File: src/rtl/core/crx_pkg.sv
// ----------------------------------------------------------------------------
// crx_pkg
// Shared types and constants of the checksummed frame receiver.
// ----------------------------------------------------------------------------
`timescale 1ns / 1ps
`default_nettype none

package crx_pkg;

	localparam logic [7:0] HEADER_BYTE = 8'hA5;
	localparam logic [7:0] TAIL_BYTE   = 8'h5A;
	localparam logic [7:0] LEN_RESET   = 8'd6;
	localparam logic [7:0] COUNT_MAX   = 8'hFF;

	// payload bytes that land in the channel registers
	localparam int unsigned CAPTURE_BYTES = 6;

	// result queue between front and output side
	localparam int unsigned FIFO_DEPTH = 2;
	localparam int unsigned PTR_W      = (FIFO_DEPTH > 1) ? $clog2(FIFO_DEPTH) : 1;
	localparam int unsigned CNT_W      = $clog2(FIFO_DEPTH + 1);

	typedef logic [7:0] byte_t;

	typedef struct packed {
		logic signed [15:0] channel_zero;
		logic signed [15:0] channel_one;
		logic signed [15:0] channel_two;
	} chan_word_t;

	typedef struct packed {
		logic full;
		logic empty;
	} fifo_stat_t;

	typedef enum logic [3:0] {
		PH_HUNT    = 4'b0001,
		PH_PAYLOAD = 4'b0010,
		PH_CHECK   = 4'b0100,
		PH_TAIL    = 4'b1000
	} phase_t;

endpackage

`default_nettype wire

File: src/rtl/core/crx_rx_if.sv
// ----------------------------------------------------------------------------
// crx_rx_if
// Byte stream channel: valid/ready handshake with one received byte.
// ----------------------------------------------------------------------------
`timescale 1ns / 1ps
`default_nettype none

interface crx_rx_if;
	logic           valid;
	logic           ready;
	crx_pkg::byte_t rx_byte;

	modport source (output valid, output rx_byte, input ready);
	modport sink   (input valid, input rx_byte, output ready);
endinterface

`default_nettype wire

File: src/rtl/core/crx_chan_if.sv
// ----------------------------------------------------------------------------
// crx_chan_if
// Result channel: valid/ready handshake with three signed channels.
// ----------------------------------------------------------------------------
`timescale 1ns / 1ps
`default_nettype none

interface crx_chan_if;
	logic               valid;
	logic               ready;
	logic signed [15:0] channel_zero;
	logic signed [15:0] channel_one;
	logic signed [15:0] channel_two;

	modport source (output valid, output channel_zero, output channel_one,
		output channel_two, input ready);
	modport sink   (input valid, input channel_zero, input channel_one,
		input channel_two, output ready);
endinterface

`default_nettype wire

File: src/rtl/core/checksummed_frame_receiver.sv
// ----------------------------------------------------------------------------
// checksummed_frame_receiver
// Parses header / payload / checksum / tail frames from a byte stream and
// delivers three signed 16-bit channels per good frame.
// ----------------------------------------------------------------------------
//  channel  | dir | payload                                  | handshake
//  ---------+-----+------------------------------------------+-------------
//  rx       | in  | rx_byte[7:0]                             | valid/ready
//  chan     | out | channel_zero/one/two, signed [15:0] each | valid/ready
//  cfg      | in  | cfg_wdata[7:0] = frame_payload_length    | cfg_we only
//
//  One byte is taken per cycle; the parser state is registered.
//  A good frame's channels enter the queue on its tail transfer.
//  A two-entry result queue decouples the parser from chan; rx.ready drops
//  only while that queue is full.
//  Reset is asynchronous; length returns to 6 and the parser to hunting.
// ----------------------------------------------------------------------------
`timescale 1ns / 1ps
`default_nettype none

module checksummed_frame_receiver (
	input  wire                   clk,
	input  wire                   arst_n,
	input  wire                   cfg_we,
	input  wire crx_pkg::byte_t   cfg_wdata,
	crx_rx_if.sink                rx,
	crx_chan_if.source            chan
);
	import crx_pkg::*;

	logic       push;
	chan_word_t push_word;
	fifo_stat_t stat;

	crx_front u_front (
		.clk       (clk),
		.arst_n    (arst_n),
		.cfg_we    (cfg_we),
		.cfg_wdata (cfg_wdata),
		.rx        (rx),
		.stat      (stat),
		.push      (push),
		.push_word (push_word)
	);

	crx_fifo u_fifo (
		.clk       (clk),
		.arst_n    (arst_n),
		.push      (push),
		.push_word (push_word),
		.stat      (stat),
		.chan      (chan)
	);

endmodule

`default_nettype wire

File: src/rtl/core/crx_front.sv
// ----------------------------------------------------------------------------
// crx_front
// Frame parser: hunts for the header, sums and captures payload, checks
// checksum and tail, and pushes one channel word per good frame.
// ----------------------------------------------------------------------------
`timescale 1ns / 1ps
`default_nettype none

module crx_front (
	input  wire                   clk,
	input  wire                   arst_n,
	input  wire                   cfg_we,
	input  wire crx_pkg::byte_t   cfg_wdata,
	crx_rx_if.sink                rx,
	input  wire crx_pkg::fifo_stat_t stat,
	output logic                  push,
	output crx_pkg::chan_word_t   push_word
);
	import crx_pkg::*;

	phase_t     phase_q;
	byte_t      len_q;
	byte_t      count_q;
	byte_t      sum_q;
	chan_word_t chan_q;

	logic       xfer;
	logic [8:0] next_count;
	logic       payload_done;

	assign rx.ready = !stat.full;
	assign xfer     = rx.valid && rx.ready;

	assign next_count   = {1'b0, count_q} + 9'd1;
	assign payload_done = (next_count >= {1'b0, len_q}) || (next_count >= {1'b0, COUNT_MAX});

	assign push      = xfer && (phase_q == PH_TAIL) && (rx.rx_byte == TAIL_BYTE);
	assign push_word = chan_q;

	// length register takes effect at once, also mid-frame
	always_ff @(posedge clk or negedge arst_n) begin
		if (!arst_n) begin
			len_q <= LEN_RESET;
		end else if (cfg_we) begin
			len_q <= cfg_wdata;
		end
	end

	always_ff @(posedge clk or negedge arst_n) begin
		if (!arst_n) begin
			phase_q <= PH_HUNT;
			count_q <= '0;
			sum_q   <= '0;
			chan_q  <= '0;
		end else if (xfer) begin
			case (phase_q)
				PH_HUNT: begin
					if (rx.rx_byte == HEADER_BYTE) begin
						count_q <= '0;
						sum_q   <= '0;
						phase_q <= (len_q == '0) ? PH_CHECK : PH_PAYLOAD;
					end
				end
				PH_PAYLOAD: begin
					// bytes stay captured even if the frame fails later
					if (count_q < 8'(CAPTURE_BYTES)) begin
						case (count_q[2:0])
							3'd0:    chan_q.channel_zero[7:0]  <= rx.rx_byte;
							3'd1:    chan_q.channel_zero[15:8] <= rx.rx_byte;
							3'd2:    chan_q.channel_one[7:0]   <= rx.rx_byte;
							3'd3:    chan_q.channel_one[15:8]  <= rx.rx_byte;
							3'd4:    chan_q.channel_two[7:0]   <= rx.rx_byte;
							3'd5:    chan_q.channel_two[15:8]  <= rx.rx_byte;
							default: ;
						endcase
					end
					sum_q   <= sum_q + rx.rx_byte;
					count_q <= next_count[8] ? COUNT_MAX : next_count[7:0];
					if (payload_done) begin
						phase_q <= PH_CHECK;
					end
				end
				PH_CHECK: begin
					phase_q <= (rx.rx_byte == sum_q) ? PH_TAIL : PH_HUNT;
				end
				PH_TAIL: begin
					phase_q <= PH_HUNT;
				end
				default: begin
					phase_q <= PH_HUNT;
				end
			endcase
		end
	end

endmodule

`default_nettype wire

File: src/rtl/core/crx_fifo.sv
// ----------------------------------------------------------------------------
// crx_fifo
// Short result queue; its head drives the output channel directly.
// ----------------------------------------------------------------------------
`timescale 1ns / 1ps
`default_nettype none

module crx_fifo (
	input  wire                   clk,
	input  wire                   arst_n,
	input  wire                   push,
	input  wire crx_pkg::chan_word_t push_word,
	output crx_pkg::fifo_stat_t   stat,
	crx_chan_if.source            chan
);
	import crx_pkg::*;

	chan_word_t       mem_q [FIFO_DEPTH];
	logic [PTR_W-1:0] wr_ptr_q;
	logic [PTR_W-1:0] rd_ptr_q;
	logic [CNT_W-1:0] count_q;
	logic             pop;
	chan_word_t       head;

	assign stat.full  = (count_q == CNT_W'(FIFO_DEPTH));
	assign stat.empty = (count_q == '0);

	assign head              = mem_q[rd_ptr_q];
	assign chan.valid        = !stat.empty;
	assign chan.channel_zero = head.channel_zero;
	assign chan.channel_one  = head.channel_one;
	assign chan.channel_two  = head.channel_two;

	assign pop = chan.valid && chan.ready;

	always_ff @(posedge clk) begin
		if (push) begin
			mem_q[wr_ptr_q] <= push_word;
		end
	end

	always_ff @(posedge clk or negedge arst_n) begin
		if (!arst_n) begin
			wr_ptr_q <= '0;
			rd_ptr_q <= '0;
			count_q  <= '0;
		end else begin
			if (push) begin
				wr_ptr_q <= (wr_ptr_q == PTR_W'(FIFO_DEPTH - 1)) ? '0 : wr_ptr_q + 1'b1;
			end
			if (pop) begin
				rd_ptr_q <= (rd_ptr_q == PTR_W'(FIFO_DEPTH - 1)) ? '0 : rd_ptr_q + 1'b1;
			end
			case ({push, pop})
				2'b10:   count_q <= count_q + 1'b1;
				2'b01:   count_q <= count_q - 1'b1;
				default: count_q <= count_q;
			endcase
		end
	end

endmodule

`default_nettype wire

File: src/flat_wrapper.sv
// flat-port wrapper written by rule: the top's interface ports become plain ports
module checksummed_frame_receiver_flat import crx_pkg::*;
  (clk, arst_n, cfg_we, cfg_wdata, rx_valid, rx_rx_byte, rx_ready, chan_valid, chan_channel_zero, chan_channel_one, chan_channel_two, chan_ready);
  crx_rx_if rx_i ();
  crx_chan_if chan_i ();
  input  wire clk;
  input  wire arst_n;
  input  wire cfg_we;
  input  wire crx_pkg::byte_t cfg_wdata;
  input wire logic [$bits(rx_i.valid)-1:0] rx_valid;
  input wire logic [$bits(rx_i.rx_byte)-1:0] rx_rx_byte;
  output wire logic [$bits(rx_i.ready)-1:0] rx_ready;
  output wire logic [$bits(chan_i.valid)-1:0] chan_valid;
  output wire logic [$bits(chan_i.channel_zero)-1:0] chan_channel_zero;
  output wire logic [$bits(chan_i.channel_one)-1:0] chan_channel_one;
  output wire logic [$bits(chan_i.channel_two)-1:0] chan_channel_two;
  input wire logic [$bits(chan_i.ready)-1:0] chan_ready;
  assign rx_i.valid = rx_valid;
  assign rx_i.rx_byte = rx_rx_byte;
  assign rx_ready = rx_i.ready;
  assign chan_valid = chan_i.valid;
  assign chan_channel_zero = chan_i.channel_zero;
  assign chan_channel_one = chan_i.channel_one;
  assign chan_channel_two = chan_i.channel_two;
  assign chan_i.ready = chan_ready;
  checksummed_frame_receiver u_core (.clk(clk), .arst_n(arst_n), .cfg_we(cfg_we), .cfg_wdata(cfg_wdata), .rx(rx_i), .chan(chan_i));
endmodule
File: config.mk
export PLATFORM = sky130hd
export DESIGN_NAME = checksummed_frame_receiver_flat
export DESIGN_NICKNAME = d
export VERILOG_FILES = /design/src/rtl/core/crx_pkg.sv /design/src/rtl/core/crx_rx_if.sv /design/src/rtl/core/crx_chan_if.sv /design/src/rtl/core/checksummed_frame_receiver.sv /design/src/rtl/core/crx_front.sv /design/src/rtl/core/crx_fifo.sv /design/src/flat_wrapper.sv
export SDC_FILE = /design/constraint.sdc
export NUM_CORES = 1
export LEC_CHECK = 0
export ABC_AREA = 0
export BUFFER_PORTS_ARGS = -buffer_cell sky130_fd_sc_hd__buf_2
export CORE_ASPECT_RATIO = 0.8
export CORE_MARGIN = 2
export CORE_UTILIZATION = 35
export DETAILED_ROUTE_END_ITERATION = 8
export PLACE_DENSITY = 0.48
export SLEW_MARGIN = 10
export SYNTH_ARGS = -nofsm -noshare
export SYNTH_HDL_FRONTEND = slang
export SYNTH_SLANG_ARGS = --single-unit
File: constraint.sdc
create_clock -name clk -period 3.9 [get_ports clk]
set_input_delay 0.195 -clock clk [delete_from_list [all_inputs] [get_ports clk]]
set_output_delay 0.195 -clock clk [all_outputs]
set_load 0.1 [all_outputs]
==> run summary <==
Outcome: finished clean
Final min period: 2.67 ns
Total global-route track usage: 14.5%
Crit path from: u_core.u_front.count_q[0]
Avg Cell Area, Syn: 15.2 µm²
Initial antenna violation count: 1
FF-to-FF path depth: 10
Diodes inserted: 0
Die Span X: 167 µm
Number of flops mapped to enable cells by yosys: 96
PwrDens: 750 nW/µm²
Share of cells above drive strength 1: 37.4%
Worst-Skew Late Latency: 0.42 ns
Storage cell area: 4890 µm²
Clock tree from TritonCTS: built
Remaining antenna violation count: 0
RSZ-0062 raised after global routing: false
Die H: 134 µm
Fillers: 1898
Cell count after synthesis: 488
First-pass GRT wire length: 24600 µm
Clock Tree Root: clkbuf_16
FFs w/ async S/R, synth: 45.5%
Clock Sinks: 176
Port bufs: 70
Die area: 22400 µm²
Fin util: 42.1%
Post-Layout Inst Area: 8750 µm²
Pins Over Slew Limit: 0
Rows: 47
Placed cell areas: 8080 µm²
DRT iter0 DRCs: 262
Leak pwr: 3.63 nW
Final setup viols: 0
R2r endpoint: u_core.u_front.phase_q[2]
Top metal layer carrying routed signals: met4
Critical Path Sink Type: flip-flop
Routed wl met3: 672 µm
DP Wirelength: 9700 µm
CTS max path bufs: 2
Final Routed Wirelength: 15400 µm
Sequential share of the synthesized area: 65.9%
Max Freq: 375 MHz
CP max FO: 7
Ports: 71
IR drop worst, VDD: 0.473 mV
Final period util: 68.4%
Predominant post-synthesis flop cell: edfxtp_1
DRT Pass-1 Iters: 4
Count of final hold-check violations: 0
Final Instance Count excl. Fillers: 858
Pin count of the biggest net entering global routing: 81
Critical path endpoint: u_core.u_front.phase_q[2]
Initial Util: 35.7%
Nets: 619
Synth warn: 0
WP data required: 4.20 ns
GP Congestion: 0.787
Footprint of the multi-input gates: 2420 µm²
Grt total ovfl: 0
Reg2reg setup slack: 1.23 ns
Post-CTS setup buffer count: 0
Register clock-pin slew on the reported worst setup and hold paths: 0.07 ns
Wire per inst: 18.0 µm
Yosys cell types: 47
Yosys reg bits: 176
Worst min-delay path category: input pin to flip-flop
Crit path DAT: 2.97 ns
Core region area: 20800 µm²
Hold slack final: 0.107 ns
Setup Skew: 0.00757 ns
Post-Syn Nets: 531
Worst relative slew slack: 25.4%
Met1 WL: 7510 µm
DR vias/cell: 4.94
Area Growth Syn to Fin: 17.9%
Max-cap viol count: 0
Post-synth design cell area: 7420 µm²
Vias in the first global route: 4364
CTS buffer count: 17
Via count: 4240
Reg-to-Reg Start: u_core.u_front.count_q[0]
Met2 Wirelength: 7010 µm
Setup CP Type: flip-flop to flip-flop
H-tree depth: 4
Startpoint Class: flip-flop
Final routed DRC violation total: 0
Post-Place Cells: 817
Worst slew pin tran: 1.11 ns
how the worst min path moves through the flow:
| stage | slack (ns) | from | end | cells after the start |
|---|---|---|---|---|
| 2_1_floorplan | -0.10 | arst_n | u_core.u_fifo.count_q[0] | 0 |
| 3_3_place_gp | 0.40 | cfg_wdata[3] | u_core.u_front.len_q[3] | 3 |
| 3_5_place_dp | 0.41 | cfg_wdata[5] | u_core.u_front.len_q[5] | 3 |
| 4_1_cts | 0.03 | arst_n | u_core.u_fifo.count_q[1] | 1 |
| 5_1_grt | 0.11 | chan_ready | u_core.u_fifo.rd_ptr_q | 3 |
| 6_report | 0.11 | chan_ready | u_core.u_fifo.rd_ptr_q | 3 |
sequential cells by signal (all words and copies together) (netlist names):
name and cells:
u_core.u_fifo.mem_q 96, u_core.u_front.push_word 48, u_core.u_front.count_q 8, u_core.u_front.len_q 8, u_core.u_front.sum_q 8, u_core.u_front.phase_q 4
u_core.u_fifo.count_q 2, u_core.u_fifo.rd_ptr_q 1, u_core.u_fifo.wr_ptr_q 1
layer usage:
metal	vias up	global-route usage [%]
li1	1999	-
met1	2130	20.1
met2	93	22.9
met3	18	3.42
met4	0	4.31
met5	-	0
layout by cell type, fill, tap and decap left out, types with 4 or more instances in the layout:
cell type / Yosys / routed
nor3_1: 5 / 5
xor2_1: 7 / 7
a21o_1: 5 / 5
and3_1: 4 / 4
buf_2: 3 / 69
o21ai_0: 26 / 26
inv_8: 0 / 4
clkbuf_16: 0 / 17
inv_6: 0 / 4
and2_1: 6 / 6
xnor2_1: 9 / 9
inv_1: 15 / 15
ha_1: 21 / 21
dfrtp_1: 77 / 76
nor4_1: 5 / 5
buf_4: 3 / 4
a21oi_1: 10 / 10
mux2_2: 99 / 99
nand2_1: 25 / 25
dlygate4sd3_1: 0 / 9
edfxtp_1: 96 / 96
nor2_1: 12 / 10
cells by family after synthesis:
kind of cell | count (synthesis) | synth area share (%)
and+or+nand+nor | 86 | 6.77
buffers and inverters | 29 | 1.67
adders and majority gates | 22 | 3.81
AOI/OAI and AO/OA | 60 | 4.91
xor gates and xnor gates | 16 | 1.89
muxes | 99 | 15.0
DFF | 176 | 65.9
what timing repair did:
| action | 4_1_cts | 5_1_grt |
|---|---|---|
| resized for setup | 0 | 0 |
| hold buffers | 8 | 1 |
| endpoints found under the hold margin | 8 | 77 |
power by group:
part | switching [W] | internal (W)
registers | 0.000249 | 0.00231
clock network | 0.000781 | 0.000848
logic | 0.00167 | 0.000709
total | 0.00270 | 0.00387
critical path, cell delays in order, from the launching register on:
cell	delay (ns)
dfrtp_1	0.46
ha_1	0.24
and4_1	0.31
nand2_1	0.09
xnor2_1	0.14
ha_1	0.29
and3_1	0.19
nand2_1	0.05
and3_1	0.15
a31oi_1	0.25
mux2_2	0.38
through the flow:
stage	setup TNS [ns]	worst slack (ns)	total power [W]
after floorplan	-26.90	-0.280	0.00452
after global placement	0	1.36	0.00495
after detailed placement	0	1.26	0.00498
after CTS	0	1.24	0.00663
after global routing	0	1.05	0.00691
final	0	1.23	0.00656
synth_stat cells (2+ instances only):
cell type	instances	share of area, %
nor2_1	12	0.61
and3_1	4	0.34
buf_1	4	0.20
or4b_1	2	0.27
o211ai_1	3	0.30
o22ai_1	2	0.17
mux2_2	99	15
clkbuf_1	4	0.20
dfstp_2	3	1.1
a21oi_1	10	0.67
xnor2_1	9	1.1
nor4b_1	3	0.35
nand2_1	25	1.3
inv_1	15	0.76
or2_2	2	0.17
nand4b_1	3	0.35
buf_2	3	0.20
a211oi_1	2	0.20
ha_1	21	3.5
dfrtp_1	77	26
nor2b_1	2	0.17
a31oi_1	2	0.17
buf_4	3	0.30
nand4_1	3	0.25
nand3_2	3	0.40
nor4_1	5	0.42
and2_1	6	0.51
o21ai_0	26	1.8
nand3_1	3	0.20
a21o_1	5	0.51
o21bai_1	3	0.30
nand2b_1	2	0.17
nor3_1	5	0.34
a22o_1	3	0.35
xor2_1	7	0.83
edfxtp_1	96	39
cell type report:
| type | instances | area share (%) |
|---|---|---|
| Clock buffer | 17 | 4.86 |
| Clock inverter | 15 | 1.63 |
| Inverter | 15 | 0.644 |
| Multi-Input combinational cell | 283 | 27.7 |
| Sequential cell | 176 | 55.9 |
| Tap cell | 269 | 3.85 |
| Timing Repair Buffer | 83 | 5.45 |
Power figures use the tool's default switching activity.
